**config.mk**
```make
export PLATFORM = sky130hd
export DESIGN_NAME = joystick_cursor_gesture_matcher
export DESIGN_NICKNAME = d
export VERILOG_FILES = /design/src/jcgm_pkg.sv /design/src/jcgm_datapath.sv /design/src/joystick_cursor_gesture_matcher.sv
export SDC_FILE = /design/constraint.sdc
export NUM_CORES = 1
export LEC_CHECK = 0
export BUFFER_PORTS_ARGS = -buffer_cell sky130_fd_sc_hd__buf_2
export CORE_ASPECT_RATIO = 0.75
export CORE_MARGIN = 5
export CORE_UTILIZATION = 50
export DETAILED_ROUTE_END_ITERATION = 10
export GPL_TIMING_DRIVEN = 0
export PLACE_DENSITY = 0.73
export SYNTH_ARGS = -nofsm -noshare
export SYNTH_HDL_FRONTEND = slang
export SYNTH_SLANG_ARGS = --single-unit
```
**constraint.sdc**
```tcl
create_clock -name clk -period 7.5 [get_ports clk]
set_clock_uncertainty 0.1 [all_clocks]
set_input_delay 0.75 -clock clk [delete_from_list [all_inputs] [get_ports clk]]
set_output_delay 0.75 -clock clk [all_outputs]
set_load 0.03 [all_outputs]
```
**src/jcgm_pkg.sv**
```systemverilog
// Shared types and constants for the joystick cursor and gesture matcher.
// Used by jcgm_datapath, the top level and the checker; no dependencies.
`timescale 1ns / 1ps

package jcgm_pkg;

  // Field widths
  localparam int SampleW   = 10;
  localparam int OffsetW   = 10;
  localparam int ThreshW   = 9;
  localparam int PatternW  = 16;
  localparam int ProgressW = 3;
  localparam int DirW      = 2;
  localparam int ImageW    = 64;
  localparam int CfgIdxW   = 2;
  localparam int CfgDataW  = 16;

  // Register reset values
  localparam logic [ThreshW-1:0]  DeadZoneReset  = 9'd32;
  localparam logic [ThreshW-1:0]  ThresholdReset = 9'd500;
  localparam logic [PatternW-1:0] PatternReset   = 16'd61008;

  // Axis centre reading
  localparam logic [SampleW-1:0] CentreReading = 10'd512;

  // Last pattern position
  localparam logic [ProgressW-1:0] LastSymbol = 3'd7;

  // Configuration register indexes
  typedef enum logic [CfgIdxW-1:0] {
    CFG_DEAD_ZONE = 2'd0,
    CFG_THRESHOLD = 2'd1,
    CFG_PATTERN   = 2'd2
  } cfg_idx_t;

  // Direction codes
  typedef enum logic [DirW-1:0] {
    DIR_UP    = 2'd0,
    DIR_DOWN  = 2'd1,
    DIR_LEFT  = 2'd2,
    DIR_RIGHT = 2'd3
  } dir_t;

  // Gesture tracking state carried between items
  typedef struct packed {
    logic [ProgressW-1:0] progress;
    dir_t                 dir;
    logic                 pending;
  } gest_state_t;

  // Configuration as seen by the datapath
  typedef struct packed {
    logic [ThreshW-1:0]  dead_zone;
    logic [ThreshW-1:0]  threshold;
    logic [PatternW-1:0] pattern;
  } gest_cfg_t;

endpackage

```
**src/jcgm_datapath.sv**
```systemverilog
// Combinational datapath: dead zone, cursor image and gesture step for one beat.
// Depends on jcgm_pkg for widths, codes and the state and config structs.
`timescale 1ns / 1ps

module jcgm_datapath (
  input  logic [jcgm_pkg::SampleW-1:0]   x_sample,
  input  logic [jcgm_pkg::SampleW-1:0]   y_sample,
  input  jcgm_pkg::gest_cfg_t            cfg,
  input  jcgm_pkg::gest_state_t          state_cur,
  output jcgm_pkg::gest_state_t          state_nxt,
  output logic [jcgm_pkg::ImageW-1:0]    cursor_image,
  output logic signed [jcgm_pkg::OffsetW-1:0] x_offset,
  output logic signed [jcgm_pkg::OffsetW-1:0] y_offset,
  output logic [jcgm_pkg::ProgressW-1:0] match_progress,
  output logic                           pattern_matched
);

  logic [jcgm_pkg::OffsetW-1:0] x_raw, y_raw, x_mag, y_mag;
  logic                         x_centred, y_centred;
  logic [jcgm_pkg::SampleW-1:0] x_read, y_read;
  logic [3:0]                   x_q, y_q;
  logic [2:0]                   x_col, y_row, col_shift;
  logic [8:0]                   pair_mask;
  logic [7:0]                   col_mask;
  logic [jcgm_pkg::DirW-1:0]    want;
  logic signed [jcgm_pkg::OffsetW:0] x_ext, y_ext, thr_pos, thr_neg;
  jcgm_pkg::gest_state_t        after_check;

  // Centre each axis: flipping the top bit subtracts 512
  assign x_raw = {~x_sample[jcgm_pkg::SampleW-1], x_sample[jcgm_pkg::SampleW-2:0]};
  assign y_raw = {~y_sample[jcgm_pkg::SampleW-1], y_sample[jcgm_pkg::SampleW-2:0]};
  assign x_mag = x_raw[jcgm_pkg::OffsetW-1] ? (10'd0 - x_raw) : x_raw;
  assign y_mag = y_raw[jcgm_pkg::OffsetW-1] ? (10'd0 - y_raw) : y_raw;

  // Apply the dead zone
  assign x_centred = x_mag < {1'b0, cfg.dead_zone};
  assign y_centred = y_mag < {1'b0, cfg.dead_zone};
  assign x_offset  = x_centred ? '0 : $signed(x_raw);
  assign y_offset  = y_centred ? '0 : $signed(y_raw);
  assign x_read    = x_centred ? jcgm_pkg::CentreReading : x_sample;
  assign y_read    = y_centred ? jcgm_pkg::CentreReading : y_sample;

  // Column mask from the x reading
  assign x_q       = x_read[jcgm_pkg::SampleW-1:6];
  assign x_col     = x_q[3:1];
  assign col_shift = 3'd7 - x_col;
  assign pair_mask = 9'd3 << col_shift;
  assign col_mask  = x_q[0] ? (8'd1 << col_shift) : pair_mask[7:0];

  // Place the mask in one or two rows from the y reading
  assign y_q   = y_read[jcgm_pkg::SampleW-1:6];
  assign y_row = y_q[3:1];

  always_comb begin
    for (int r = 0; r < 8; r++) begin
      if ((y_row == r[2:0]) ||
          (!y_q[0] && (y_q != 4'd0) && ((y_row - 3'd1) == r[2:0]))) begin
        cursor_image[8*r +: 8] = col_mask;
      end else begin
        cursor_image[8*r +: 8] = 8'd0;
      end
    end
  end

  // Threshold bounds, sign-extended to compare with the offsets
  assign x_ext   = {x_offset[jcgm_pkg::OffsetW-1], x_offset};
  assign y_ext   = {y_offset[jcgm_pkg::OffsetW-1], y_offset};
  assign thr_pos = $signed({2'b00, cfg.threshold});
  assign thr_neg = $signed(11'd0 - {2'b00, cfg.threshold});
  assign want    = cfg.pattern[{state_cur.progress, 1'b0} +: jcgm_pkg::DirW];

  // Check the latched direction on return to centre
  always_comb begin
    after_check     = state_cur;
    pattern_matched = 1'b0;
    if ((x_offset == '0) && (y_offset == '0) && state_cur.pending) begin
      if (want == state_cur.dir) begin
        if (state_cur.progress == jcgm_pkg::LastSymbol) begin
          after_check.progress = '0;
          pattern_matched      = 1'b1;
        end else begin
          after_check.progress = state_cur.progress + 3'd1;
        end
      end else begin
        after_check.progress = '0;
      end
      after_check.dir     = jcgm_pkg::DIR_UP;
      after_check.pending = 1'b0;
    end
  end

  // Latch a new direction, right first, then left, down, up
  always_comb begin
    state_nxt = after_check;
    if (!after_check.pending) begin
      if (x_ext > thr_pos) begin
        state_nxt.dir     = jcgm_pkg::DIR_RIGHT;
        state_nxt.pending = 1'b1;
      end else if (x_ext < thr_neg) begin
        state_nxt.dir     = jcgm_pkg::DIR_LEFT;
        state_nxt.pending = 1'b1;
      end else if (y_ext > thr_pos) begin
        state_nxt.dir     = jcgm_pkg::DIR_DOWN;
        state_nxt.pending = 1'b1;
      end else if (y_ext < thr_neg) begin
        state_nxt.dir     = jcgm_pkg::DIR_UP;
        state_nxt.pending = 1'b1;
      end
    end
  end

  assign match_progress = after_check.progress;

endmodule

```
**src/joystick_cursor_gesture_matcher.sv**
```systemverilog
// Top level of the joystick cursor and gesture matcher: registers and handshakes.
// Depends on jcgm_pkg and jcgm_datapath.
`timescale 1ns / 1ps

// Usage
//   Input channel: in_valid/in_stall with in_x_sample and in_y_sample; a beat is
//   taken at a rising edge with in_valid high and in_stall low.
//   Result channel: out_valid/out_stall with the cursor image, both offsets,
//   match progress and the matched pulse; one result beat per input beat.
//   Configuration: cfg_valid/cfg_ready with cfg_index and cfg_data; cfg_ready
//   is always high. Index 0 dead zone, 1 threshold, 2 pattern word; other
//   indexes are ignored. Write only while the block is idle.
//   A beat passes the input register, then the result register. Throughput:
//   one beat per cycle while out_stall is low, set by the single pass
//   of the datapath between the two registers, which also updates the
//   gesture state once per beat.
//   Reset (rst_n low, synchronous): both registers empty, gesture state
//   cleared, configuration back to dead zone 32, threshold 500, pattern 61008.
//   Stall: a stalled result holds; the input register still takes one more
//   beat, then in_stall rises until the result is taken.
module joystick_cursor_gesture_matcher (
  input  logic                                clk,
  input  logic                                rst_n,
  input  logic                                in_valid,
  output logic                                in_stall,
  input  logic [jcgm_pkg::SampleW-1:0]        in_x_sample,
  input  logic [jcgm_pkg::SampleW-1:0]        in_y_sample,
  output logic                                out_valid,
  input  logic                                out_stall,
  output logic [jcgm_pkg::ImageW-1:0]         out_cursor_image,
  output logic signed [jcgm_pkg::OffsetW-1:0] out_x_offset,
  output logic signed [jcgm_pkg::OffsetW-1:0] out_y_offset,
  output logic [jcgm_pkg::ProgressW-1:0]      out_match_progress,
  output logic                                out_pattern_matched,
  input  logic                                cfg_valid,
  output logic                                cfg_ready,
  input  logic [jcgm_pkg::CfgIdxW-1:0]        cfg_index,
  input  logic [jcgm_pkg::CfgDataW-1:0]       cfg_data
);

  jcgm_pkg::gest_cfg_t          cfg_r;
  jcgm_pkg::gest_state_t        state_r, state_nxt;
  logic                         s1_valid_r;
  logic [jcgm_pkg::SampleW-1:0] s1_x_r, s1_y_r;
  logic                         s1_adv, in_take;
  logic [jcgm_pkg::ImageW-1:0]  image_nxt;
  logic signed [jcgm_pkg::OffsetW-1:0] x_off_nxt, y_off_nxt;
  logic [jcgm_pkg::ProgressW-1:0] prog_nxt;
  logic                         matched_nxt;

  // Handshake control
  assign s1_adv    = s1_valid_r && (!out_valid || !out_stall);
  assign in_stall  = s1_valid_r && !s1_adv;
  assign in_take   = in_valid && !in_stall;
  assign cfg_ready = 1'b1;

  // Configuration registers
  always_ff @(posedge clk) begin
    if (!rst_n) begin
      cfg_r.dead_zone <= jcgm_pkg::DeadZoneReset;
      cfg_r.threshold <= jcgm_pkg::ThresholdReset;
      cfg_r.pattern   <= jcgm_pkg::PatternReset;
    end else if (cfg_valid && cfg_ready) begin
      case (cfg_index)
        jcgm_pkg::CFG_DEAD_ZONE: cfg_r.dead_zone <= cfg_data[jcgm_pkg::ThreshW-1:0];
        jcgm_pkg::CFG_THRESHOLD: cfg_r.threshold <= cfg_data[jcgm_pkg::ThreshW-1:0];
        jcgm_pkg::CFG_PATTERN:   cfg_r.pattern   <= cfg_data;
        default: ;
      endcase
    end
  end

  // Input register: valid flag
  always_ff @(posedge clk) begin
    if (!rst_n) begin
      s1_valid_r <= 1'b0;
    end else if (in_take) begin
      s1_valid_r <= 1'b1;
    end else if (s1_adv) begin
      s1_valid_r <= 1'b0;
    end
  end

  // Input register: samples
  always_ff @(posedge clk) begin
    if (in_take) begin
      s1_x_r <= in_x_sample;
      s1_y_r <= in_y_sample;
    end
  end

  jcgm_datapath u_datapath (
    .x_sample        (s1_x_r),
    .y_sample        (s1_y_r),
    .cfg             (cfg_r),
    .state_cur       (state_r),
    .state_nxt       (state_nxt),
    .cursor_image    (image_nxt),
    .x_offset        (x_off_nxt),
    .y_offset        (y_off_nxt),
    .match_progress  (prog_nxt),
    .pattern_matched (matched_nxt)
  );

  // Advance the gesture state once per beat leaving the input register
  always_ff @(posedge clk) begin
    if (!rst_n) begin
      state_r.progress <= '0;
      state_r.dir      <= jcgm_pkg::DIR_UP;
      state_r.pending  <= 1'b0;
    end else if (s1_adv) begin
      state_r <= state_nxt;
    end
  end

  // Result register: valid flag
  always_ff @(posedge clk) begin
    if (!rst_n) begin
      out_valid <= 1'b0;
    end else if (s1_adv) begin
      out_valid <= 1'b1;
    end else if (!out_stall) begin
      out_valid <= 1'b0;
    end
  end

  // Result register: payload
  always_ff @(posedge clk) begin
    if (s1_adv) begin
      out_cursor_image    <= image_nxt;
      out_x_offset        <= x_off_nxt;
      out_y_offset        <= y_off_nxt;
      out_match_progress  <= prog_nxt;
      out_pattern_matched <= matched_nxt;
    end
  end

endmodule

```
=== Word-level counts from Yosys, hierarchy flattened ===
Cells that the tools add are included.

* Add/subtract/negate cells: 6
* $lt $le $gt $ge: 6
* Equality and inequality tests: 19
* Shifts and indexed selects: 3
* Mux-type cells: 20
* Bitwise logic cells: 2
* Reductions and logical operators: 39

{| class="wikitable"
|+ Operators with widths
! kind !! count
|-
| 2-to-1 mux 10 bit || 6
|-
| equality test 3 bit (second input constant) || 9
|-
| 2-to-1 mux 3 bit || 7
|-
| > comparator 10 bit || 2
|-
| logical NOT 10 bit || 2
|-
| less-than comparator 10 bit || 2
|-
| less-than comparator 10 x 9 -> 1 bit || 2
|-
| subtractor 1 x 10 -> 10 bit (first input constant) || 2
|-
| variable part select 16 x 5 -> 2 bit || 1
|-
| logical AND 1 bit || 14
|-
| equality test 3 x 2 -> 1 bit (second input constant) || 4
|-
| subtractor 1 x 9 -> 10 bit (first input constant) || 1
|-
| logical OR 1 bit || 9
|-
| 2-to-1 mux 8 bit || 1
|-
| AND reduction 2 bit || 4
|-
| left shift 1 x 3 -> 8 bit (first input constant) || 1
|-
| left shift 2 x 3 -> 8 bit (first input constant) || 1
|-
| equality test 3 x 1 -> 1 bit (second input constant) || 2
|-
| logical NOT 3 bit || 2
|-
| 2-to-1 mux 6 bit || 1
|-
| logical NOT 1 bit || 5
|-
| 2-to-1 mux 1 bit || 5
|-
| nonzero test 4 bit || 1
|-
| adder 3 x 1 -> 3 bit (second input constant) || 1
|-
| 9 further kinds || 10
|}

* Register bits: 150
* Input port bits: 43
* Output and inout port bits: 91
* Word-level logic and storage cells: 117

=== Longest topological paths before layout ===
Gate-level depths: netlist of run 1.

* Depth in word-level cells: 14
* Depth in mapped cells: 19
* Gate-level depth less buffers: 18

=== Cells and area by module ===
Synthesis of run 1 repeated with hierarchy kept, for this count alone.

* Cells, all modules: 687
* Area total of the unflattened synthesis: 7669.9 µm²

{| class="wikitable"
|+ Modules (own cells, without submodules)
! module !! times used !! cells each !! area each (µm²) !! sequential area each (µm²)
|-
| joystick_cursor_gesture_matcher || 1 || 284 || 4956.0 || 4083.9
|-
| jcgm_datapath || 1 || 403 || 2713.9 || 0.0
|}

=== Least setup slack after synthesis of run 1 ===
Ideal clock, no wire load.

* Path type: input to register
* Start: in out_stall
* End: reg state_r[1] in the netlist's numbering
* Setup time: 0.130 ns
* Arrival time: 6.064 ns
* Required time: 7.270 ns
* Path slack: 1.206 ns
* Cell stages on the path: 5
* Buffers on the path: 0
* Cell sequence: a21boi_1 nand2_1 a2111o_1 o31ai_1 nor4_1

* Word-level cells in the longest chain between the ends: 3

{| class="wikitable"
|+ RTL lines
! element !! line !! text
|-
| from (decl) || joystick_cursor_gesture_matcher.sv:29 || <nowiki>input logic out_stall,</nowiki>
|-
| logical NOT 1 bit || n/a ||
|-
| logical OR 1 bit || joystick_cursor_gesture_matcher.sv:52 || <nowiki>assign s1_adv = s1_valid_r && (!out_valid || !out_stall);</nowiki>
|-
| logical AND 1 bit || joystick_cursor_gesture_matcher.sv:52 ||
|-
| to (signal assigned) || joystick_cursor_gesture_matcher.sv:112 || <nowiki>state_r <= state_nxt;</nowiki>
|-
| to (decl) || joystick_cursor_gesture_matcher.sv:42 || <nowiki>jcgm_pkg::gest_state_t state_r, state_nxt;</nowiki>
|}

Every way passes these cells.
A chain may end at the register's enable or synchronous reset.

=== Worst setup path after layout of run 1 ===
* Start: reg s1_x_r[9] in the netlist's numbering
* End: reg state_r[1] in the netlist's numbering

* Word-level cells in the longest chain between the ends: 14
* Elaborated cells on any way between the ends: 16
* Those cells by class: add/sub: 1; order compare: 3; mux: 8; bitwise: 1; reduce/logical: 3

{| class="wikitable"
|+ RTL lines
! element !! line !! text
|-
| from (decl) || joystick_cursor_gesture_matcher.sv:44 || <nowiki>logic [jcgm_pkg::SampleW-1:0] s1_x_r, s1_y_r;</nowiki>
|-
| from (signal assigned) || joystick_cursor_gesture_matcher.sv:87 || <nowiki>s1_x_r <= in_x_sample;</nowiki>
|-
| inverter 1 bit || jcgm_datapath.sv:30 || <nowiki>assign x_raw = {~x_sample[jcgm_pkg::SampleW-1], x_sample[jcgm_pkg::SampleW-2:0]};</nowiki>
|-
| subtractor 1 x 10 -> 10 bit || jcgm_datapath.sv:32 || <nowiki>assign x_mag = x_raw[jcgm_pkg::OffsetW-1] ? (10'd0 - x_raw) : x_raw;</nowiki>
|-
| 2-to-1 mux 10 bit * || jcgm_datapath.sv:32 ||
|-
| less-than comparator 10 x 9 -> 1 bit * || jcgm_datapath.sv:36 || <nowiki>assign x_centred = x_mag < {1'b0, cfg.dead_zone};</nowiki>
|-
| 2-to-1 mux 10 bit * || jcgm_datapath.sv:38 || <nowiki>assign x_offset = x_centred ? '0 : $signed(x_raw);</nowiki>
|-
| via u_datapath.x_offset, one bit || jcgm_datapath.sv:12 || <nowiki>output logic signed [jcgm_pkg::OffsetW-1:0] x_offset,</nowiki>
|-
| logical NOT 10 bit || jcgm_datapath.sv:76 || <nowiki>if ((x_offset == '0) && (y_offset == '0) && state_cur.pending) begin</nowiki>
|-
| logical AND 1 bit (2 in series) || jcgm_datapath.sv:76 ||
|-
| 2-to-1 mux 6 bit || jcgm_datapath.sv:76 ||
|-
| 2-to-1 mux 3 bit || jcgm_datapath.sv:105 || <nowiki>end else if (y_ext < thr_neg) begin</nowiki>
|-
| 2-to-1 mux 3 bit || jcgm_datapath.sv:102 || <nowiki>end else if (y_ext > thr_pos) begin</nowiki>
|-
| 2-to-1 mux 3 bit || jcgm_datapath.sv:99 || <nowiki>end else if (x_ext < thr_neg) begin</nowiki>
|-
| 2-to-1 mux 3 bit || jcgm_datapath.sv:96 || <nowiki>if (x_ext > thr_pos) begin</nowiki>
|-
| 2-to-1 mux 3 bit * || jcgm_datapath.sv:95 || <nowiki>if (!after_check.pending) begin</nowiki>
|}

The timed path passes the listed nets; every way through them passes the cells marked *.

==> results by stage, run 1 <==
Outcome:
- The run finished with clean final reports.

Setup path:
- Data on the critical path is required at its endpoint by 7.72 ns.
- Data on the critical path arrives at its endpoint at 5.64 ns.
- The capturing element type of the critical path is a flip-flop.
- By startpoint and endpoint, the worst setup path is classified as flip-flop to flip-flop.
- Of all nets on the critical path, the largest fanout is 10.
- The kind of start point of the critical path is a flip-flop.

Place:
- Buffers placed on the I/O ports in this run total 131.
- Detailed placement ended at an HPWL of 13,830 microns.
- The weighted congestion at the end of routability-driven global placement is 0.8807.

Timing:
- The post-route worst hold slack is 0.3680 ns.
- After layout, the minimum clock period comes to 5.420 ns.
- The top achievable clock speed is 0.1845 GHz.
- Of the available clock period, the critical path in the final layout requires 72.27%.
- The final setup violation count is 0.
- The transition at the pin with the smallest max-transition slack is 1.015 ns.
- The number of max-slew violations in the final report is 0.
- Setup repair after global routing left no endpoint under its margin.
- The headroom to the max-slew limit is 31.76%.
- In the final timing run, aggregate negative setup slack is 0 ns.
- The final number of hold-violating endpoints is 0.

Yosys:
- The mux share of post-synthesis cell area is 2.881%.
- The number of different library cells used by synthesis comes to 73.
- The number of warnings printed during yosys synthesis is 0.
- Sorting the synthesized cells by area gives the leading types as edfxtp_1 (43%), dfxtp_1 (11%), ha_1 (9.7%).
- The synthesized cell area is 7601 sq um.
- The dominant combinational cell family by area after synthesis is simple AND/OR/NAND/NOR gates.
- For this run, asynchronously set or reset flops after synthesis account for 0%.
- In this run the biggest area consumer among cell types represents 42.67% of the synthesized area.
- The synthesized instance count is 683.
- The xor and xnor area share after synthesis is 2.650%.
- In the post-synthesis netlist, the cell with the most instances is edfxtp_1.
- The synthesized design spends more area on one cell type than any other, namely edfxtp_1.
- The portion of the post-synthesis area used by sequential elements is 53.73%.
- The net count after synthesis is 785.
- The most used flip-flop cell after synthesis is edfxtp_1.
- In the synthesized netlist, the cells that appear most often are edfxtp_1 (108), nor2_1 (90), nand2_1 (60).
- The adder-cell area share of the yosys netlist is 9.712%.
- The simple-gate area share of the yosys netlist is 17.25%.
- The synthesized design contains 108 enable-type register cells.
- In this run, synthesis produced a sequential element count of 150.
- Summing the areas of all compound-gate instances in the mapped netlist gives 10.53% of the synthesized area.
- The mean instance size in the synthesized netlist is 11.13 sq um.

Power and ir drop:
- Of the total power, the share spent switching nets is 29.84%.
- In this run the power spent charging and discharging nets is 0.6535 mW.
- The share of power burned in registers is 43.7%.
- The combinational share of power is 18.1%.
- The overall power consumption is 2.190 mW.
- The power per cell area is 238.0 nW/um^2.
- In this run, the clock network consumes 38.2% of the power.
- For this design the static power due to leakage is 3.764 nW.
- The peak supply drop is 168.2 uV.
- Internal power comes to 1.537 mW.

Clock tree:
- The number of buffers inserted for hold repair after clock tree synthesis is 0.
- The H-tree was split into 4 levels.
- The clock tree root driver cell is clkbuf_16.
- TritonCTS built the clock tree.
- The post-CTS setup buffer count is 0.
- The register clock-pin slew on the reported worst setup and hold paths is 0.07 ns.
- Gates resized during post-CTS repair numbered 0.
- The clock latency on the worst-skew pair is 0.43 ns.
- The clock passes through at most 2 buffers.
- The clock buffer count from CTS is 17.
- The number of sinks handled by clock tree synthesis is 150.

Route:
- For this block, the routed nets add up to 18,460 microns of wire.
- The average vias per placed instance is 5.373.
- The number of vias in the routed layout is 5,669.
- The count of nets left with antenna violations once routing finished came out at 0.
- The routed length per placed instance is 17.50 microns.
- For this run, design rule violations remaining after detail routing come to 0.
- For this block, the initial DRC count from the detailed router was 566.
- For this run, the detailed router's first-pass iteration total came to 6.

Global routing:
- Across every metal layer, demand over resource in global routing totals 21.40%.
- The number of antenna violations at the first check in global routing is 0.
- The pin count of the biggest net entering global routing is 31.
- For this run the aggregate overflow at the end of global routing stands at 0.
- The first-pass GRT wire length is 29,480 microns.
- The number of global-route vias before repair is 5,368.

Run:
- The tool flagged a number of max-cap violations equal to 0.

Cells and area:
- The core occupancy in the finished layout is 61.02%.
- The repair_antennas step left the layout with diodes totalling 0.
- The fraction of layout instances using a drive strength above 1 is 24.35%.
- Compared with the post-synthesis result, the final layout area differs by 21.05%.
- The final layout contains 939 nets.

Floorplan:
- The floorplan step defined a die boundary enclosing 17,790 sq um.
- The starting density of the core is 50.41%.
- The total area inside the core boundary comes to 15,080 sq um.
- The die outline width is 152.4 microns.
- The number of top-level pins is 134.
- Measured along the y axis, the die boundary spans 116.8 microns.
- The total number of placement rows is 39.

Hold path:
- The kind of path behind the tightest hold check is flip-flop to flip-flop.
==> cell type report <==
type | instances | area (sq um)
inverter | 36 | 135.1
fill | 1241 | 5877
buffer | 23 | 107.6
clock buffer | 17 | 425.4
timing repair buffer | 135 | 745.7
sequential | 150 | 4084
clock inverter | 15 | 158.9
tap | 205 | 256.5
multi-input combinational | 474 | 3288
==> critical path, stage by stage, from the launching register on <==
cell,delay [ns]
edfxtp_1,0.35
clkbuf_1,0.40
buf_1,0.49
a31oi_1,0.11
xor2_1,0.17
ha_1,0.30
a211oi_1,0.22
o21ai_1,0.10
a41oi_1,0.34
o221a_2,0.33
buf_2,0.24
nor2_1,0.18
ha_1,0.32
nor2b_1,0.13
o31ai_1,0.19
a21oi_1,0.14
o31ai_1,0.66
nor3b_2,0.17
a211oi_1,0.28
nor4_1,0.09
==> logic make-up after synthesis <==
kind of cell,count (synthesis)
muxes,15
AOI/OAI and AO/OA,114
buffers and inverters,59
xor gates and xnor gates,23
other,1
DFF,150
and+or+nand+nor,262
adders and majority gates,59
==> final timing paths <==
kind / start / to / slack [ns] / depth (start not counted)
max: s1_x_r[9]$_DFFE_PP_ / state_r[1]$_SDFFE_PN0P_ / 2.08 / 19
min: cfg_r[1]$_SDFFE_PN0P_ / cfg_r[1]$_SDFFE_PN0P_ / 0.37 / 2
max reg2reg: s1_x_r[9]$_DFFE_PP_ / state_r[1]$_SDFFE_PN0P_ / 2.08 / 19
min reg2reg: cfg_r[1]$_SDFFE_PN0P_ / cfg_r[1]$_SDFFE_PN0P_ / 0.37 / 2
==> layout by cell type (no fill, tap or decap), drive strengths merged, types with 12 or more instances in the layout <==
cell,instances
dfxtp,42
a21oi,27
nor2,99
nand3,21
edfxtp,108
xor2,12
nand2,60
inv,43
nor2b,22
a21boi,15
ha,59
o21ai,16
buf,142
clkbuf,33
==> power by group through the flow <==
stage               clock network (mW)  registers [mW]  logic (mW)
floorplan                            0            1.02       0.220
global placement                     0           0.979       0.374
detailed placement                   0           0.974       0.389
CTS                              0.853           0.956       0.392
global route                     0.892           0.960       0.439
finish                           0.838           0.956       0.396
==> metrics by stage <==
stage	area [sq um]	setup slack (ns)	std cells
after floorplan	7601	1.206	683
after global placement	8513	-0.9333	1019
after detailed placement	8617	2.179	1023
after CTS	9201	2.178	1055
after global routing	9201	1.622	1055
final	9201	2.080	1055
==> routing by layer <==
layer / global-route usage (%) / vias up / wire (microns)
met3: 5.292 / 21 / 1430
met1: 31.18 / 2662 / 8815
met5: 0 / - / 0
li1: - / 2774 / -
met4: 7.844 / 0 / 237
met2: 31.30 / 212 / 7977
==> flip-flops by register name, indices dropped and copies added, names as in the netlist <==
signal,flops
s1_y_r,10
out_valid,1
s1_valid_r,1
cfg_r,34
out_pattern_matched,1
state_r,6
out_match_progress,3
s1_x_r,10
out_x_offset,10
out_y_offset,10
out_cursor_image,64
No activity file was read; power rests on OpenSTA's default activity.
==> run 2: changes to the inputs <==
--- a/config.mk
+++ b/config.mk
@@ -5,13 +5,14 @@
 export SDC_FILE = /design/constraint.sdc
 export NUM_CORES = 1
 export LEC_CHECK = 0
+export ABC_AREA = 1
 export BUFFER_PORTS_ARGS = -buffer_cell sky130_fd_sc_hd__buf_2
 export CORE_ASPECT_RATIO = 0.75
 export CORE_MARGIN = 5
 export CORE_UTILIZATION = 50
 export DETAILED_ROUTE_END_ITERATION = 10
 export GPL_TIMING_DRIVEN = 0
-export PLACE_DENSITY = 0.73
+export PLACE_DENSITY = 0.75
 export SYNTH_ARGS = -nofsm -noshare
 export SYNTH_HDL_FRONTEND = slang
 export SYNTH_SLANG_ARGS = --single-unit
==> constraint.sdc (replaced) <==
create_clock -name clk -period 4.35 [get_ports clk]
set_clock_uncertainty 0.1 [all_clocks]
set_input_delay 0.435 -clock clk [delete_from_list [all_inputs] [get_ports clk]]
set_output_delay 0.435 -clock clk [all_outputs]
set_load 0.03 [all_outputs]
==> run 2 against run 1 <==
Global-route usage decreased by 0.92 points. Critical endpoint is now state_r[2]$_SDFFE_PN0P_. Largest cell class unchanged. Total power increased by 79%. Setup slack worse by 1.7 ns. Maximum frequency is 36% higher. Non-clock buffer count is 8 lower. Die area decreased by 0.72%. Largest power group unchanged. Highest routed layer unchanged.
==> results by stage, run 2 <==
Outcome:
- Outcome: finished clean (unchanged).

Cells and area:
- The signed area change from the synthesized netlist to the final layout is 22.18% (was 21.05%).
- The core occupancy in the finished layout is 62.93% (was 61.02%).
- The leading cell type in the layout, fill and taps excluded was nand2_1 (was buf_2).
- The fraction of layout instances using a drive strength above 1 is 24.43% (was 24.35%).
- The number of flip-flops under the largest register name came to 64 (unchanged).
- The non-filler instance count after layout is 1,158 (was 1,055).
- The count of nets after finishing is 1,047 (was 939).
- The count of antenna diodes in the layout was 0 (unchanged).
- The total non-filler cell area in the finished layout is 9215 sq um (was 9201 sq um).
- Leading registers by flop count: out_cursor_image: 64 flops, cfg_r: 34 flops (unchanged).
- The register with the most flip-flops is out_cursor_image (unchanged).
- Most frequent cells in the layout: nand2_1 (141), buf_2 (132), nor2_1 (108), edfxtp_1 (108), inv_1 (95) (was buf_2 (133), edfxtp_1 (108), nor2_1 (90)).

Route:
- The number of DRC violations after detailed-routing iteration 0 is 578 (was 566).
- The first-pass detailed-route iteration total is 5 (was 6).
- The count of antenna-violating nets left after detailed routing is 0 (unchanged).
- The routed length per placed instance is 15.62 microns (was 17.50 microns).
- The number of vias in the routed layout came to 5,878 (was 5,669).
- The average vias per placed instance is 5.076 (was 5.373).
- The residual DRC count is 0 (unchanged).
- The overall routed net length came to 18,090 microns (was 18,460 microns).

Setup path:
- The highest net fanout along the worst path is 5 (was 10).
- The critical path class is flip-flop to flip-flop (unchanged).
- The capturing element type of the critical path is a flip-flop (unchanged).
- The required time at the worst-slack endpoint is 4.57 ns (was 7.72 ns).
- The worst stage delay on the critical path is 0.40 ns (was 0.66 ns).
- The worst path arrival time is 4.20 ns (was 5.64 ns).
- The kind of start point of the critical path is a flip-flop (unchanged).
- The master of the slowest instance on the critical path is edfxtp_1 (was o31ai_1).
- Among the stages of the critical path, the cell type that occurs most often is nand2_1.
- The worst-case reg-to-reg path depth is 28 (was 19).

Timing:
- The top achievable clock speed is 0.2513 GHz (was 0.1845 GHz).
- The post-route worst hold slack is 0.09153 ns (was 0.3680 ns).
- The share of the clock period used by the worst path after layout is 91.49% (was 72.27%).
- The number of max-slew violations in the final report was 0 (unchanged).
- The total negative setup slack is 0 ns (unchanged).
- The slack of the critical path is 0.3701 ns (was 2.080 ns).
- The post-route minimum period is 3.980 ns (was 5.420 ns).
- The final number of hold-violating endpoints is 0 (unchanged).
- The final setup violation count was 0 (unchanged).
- The headroom to the max-slew limit is 34.66% (was 31.76%).
- The transition at the pin with the smallest max-transition slack was 0.9777 ns (was 1.015 ns).

Hold path:
- The worst hold path stage count was 1 (was 2).
- The kind of path behind the tightest hold check is primary input to flip-flop (was flip-flop to flip-flop).

Yosys:
- The count of different cell masters after synthesis is 41 (was 73).
- The synthesized cell area is 7542 sq um (was 7601 sq um).
- The cell type with the highest aggregate area in the netlist is edfxtp_1 (unchanged).
- Biggest area contributors in the synthesized netlist: edfxtp_1 (43%), dfxtp_1 (11%), ha_1 (9.8%) (was edfxtp_1 (43%), dfxtp_1 (11%), ha_1 (9.7%)).
- The synthesized instance count is 789 (was 683).
- Commonest cells in the netlist: nand2_1 (142), nor2_1 (117), edfxtp_1 (108) (was edfxtp_1 (108), nor2_1 (90), nand2_1 (60)).
- The most used flip-flop cell after synthesis was edfxtp_1 (unchanged).
- The number of warnings printed during yosys synthesis is 0 (unchanged).
- The count of flip-flops with a built-in enable after synthesis is 108 (unchanged).
- The number of flip-flops and latches in the synthesized netlist is 150 (unchanged).
- The most common cell in the synthesized netlist is nand2_1 (was edfxtp_1).
- The post-synthesis async set-or-reset flop share is 0% (unchanged).
- The mean instance size in the synthesized netlist came to 9.559 sq um (was 11.13 sq um).
- The portion of the post-synthesis area used by sequential elements came to 54.15% (was 53.73%).
- The proportion of netlist area held by the largest area contributor is 43.00% (was 42.67%).
- The net count after synthesis is 891 (was 785).

Place:
- The estimated wirelength of the detail-placed design is 13,630 microns (was 13,830 microns).
- The cell count after placement is 1,123 (was 1,023).
- The weighted congestion at the end of routability-driven global placement is 0.9198 (was 0.8807).
- The count of buffers inserted at the top-level ports is 132 (was 131).
- The pre-CTS setup slack is 0.2153 ns (was 2.179 ns).
- The area of placed instances is 8501 sq um (was 8617 sq um).

Clock tree:
- The maximum clock insertion buffer count is 2 (unchanged).
- The H-tree depth reported by CTS was 4 (unchanged).
- The register clock-pin slew on the reported worst setup and hold paths is 0.07 ns (about the same).
- The clock tree root driver cell is clkbuf_16 (unchanged).
- The number of sinks handled by clock tree synthesis was 150 (unchanged).
- The clock tree from TritonCTS was done (unchanged).
- The clock latency on the worst-skew pair is 0.42 ns (was 0.43 ns).
- The clock buffer count from CTS is 17 (unchanged).

Floorplan:
- The number of top-level pins is 134 (unchanged).
- The starting density of the core is 51.50% (was 50.41%).
- The area of the die is 17,670 sq um (was 17,790 sq um).
- The die span in y is 116.4 microns (was 116.8 microns).
- The core region area is 14,640 sq um (was 15,080 sq um).
- The total number of placement rows came to 38 (was 39).
- The die outline width came to 151.8 microns (was 152.4 microns).

Power and ir drop:
- The overall power consumption came to 3.920 mW (was 2.190 mW).
- The peak supply drop is 270.6 uV (was 168.2 uV).
- The power per cell area came to 425.4 nW/um^2 (was 238.0 nW/um^2).
- The leakage power came to 4.252 nW (was 3.764 nW).

Run:
- The count of max-cap constraint violations is 0 (unchanged).

Global routing:
- The number of antenna violations at the first check in global routing came to 0 (unchanged).
- The number of global-route vias before repair is 5,452 (was 5,368).
- The first-pass GRT wire length is 28,360 microns (was 29,480 microns).
- The total congestion overflow after global routing is 0 (unchanged).
- The pin count of the biggest net entering global routing is 37 (was 31).
- The overall global routing resource usage came to 20.48% (was 21.40%).
==> run 2: cell count changes after synthesis, sizes merged, moves of 15 or more <==
cell	before	now
nor2	99	124
o21ai	16	40
a21oi	27	54
nor2b	22	0
inv	36	109
a21boi	15	0
nand2	60	149
==> run 2: cells by family (layout without fill, tap and decap cells) <==
| kind of cell | after synthesis | after routing | synth area share [%] |
|---|---|---|---|
| DFF | 150 | 150 | 54.15 |
| adders and majority gates | 59 | 59 | 9.788 |
| AOI/OAI and AO/OA | 119 | 119 | 9.340 |
| buffers and inverters | 123 | 292 | 6.387 |
| other | 1 | 1 | 0.04972 |
| xor gates and xnor gates | 23 | 23 | 2.671 |
| and+or+nand+nor | 314 | 314 | 17.62 |
==> run 2: layout make-up <==
| class | count | area (sq um) |
|---|---|---|
| sequential | 150 | 4084 |
| fill | 1203 | 5429 |
| clock inverter | 15 | 178.9 |
| multi-input combinational | 516 | 3059 |
| buffer | 13 | 71.32 |
| timing repair buffer | 137 | 723.2 |
| inverter | 110 | 422.9 |
| tap | 200 | 250.2 |
| clock buffer | 17 | 425.4 |
==> run 2: power breakdown <==
part | leakage, nW | switching (mW) | internal, mW
Sequential | 1.43 | 0.0347 | 1.62
Combinational | 2.52 | 0.530 | 0.228
Clock | 0.297 | 0.635 | 0.871
==> run 2: worst paths after layout <==
kind | to | slack [ns] | from
setup reg to reg | state_r[2]$_SDFFE_PN0P_ | 0.37 | s1_x_r[0]$_DFFE_PP_
hold reg to reg | cfg_r[3]$_SDFFE_PN0P_ | 0.36 | cfg_r[3]$_SDFFE_PN0P_
setup / recovery | state_r[2]$_SDFFE_PN0P_ | 0.37 | s1_x_r[0]$_DFFE_PP_
hold / removal | s1_x_r[7]$_DFFE_PP_ | 0.09 | in_x_sample[7]
==> run 2: worst max-delay path: cells and delay by family (launching register included) <==
family	cells	cell delay [ns]
XOR/XNOR	1	0.18
AND/OR/NAND/NOR	16	1.47
AO/OA/AOI/OAI	3	0.42
adder cells (fa/ha/maj)	3	0.79
flip-flops	1	0.40
buffers and inverters	5	0.50
==> run 2: metal layers <==
metal	global-route usage (%)	vias to the layer above	wire, microns
met1	30.58	2707	8537
li1	-	2946	-
met5	0	-	0
met2	30.36	203	7901
met4	6.647	0	242
met3	3.778	22	1411
==> run 2: timing repair <==
| action | 4_1_cts | 5_1_grt |
|---|---|---|
| setup endpoints to repair | 0 | 3 |
| gates resized for setup | 0 | 24 |
| hold buffers | 0 | 0 |
| setup buffers | 0 | 3 |
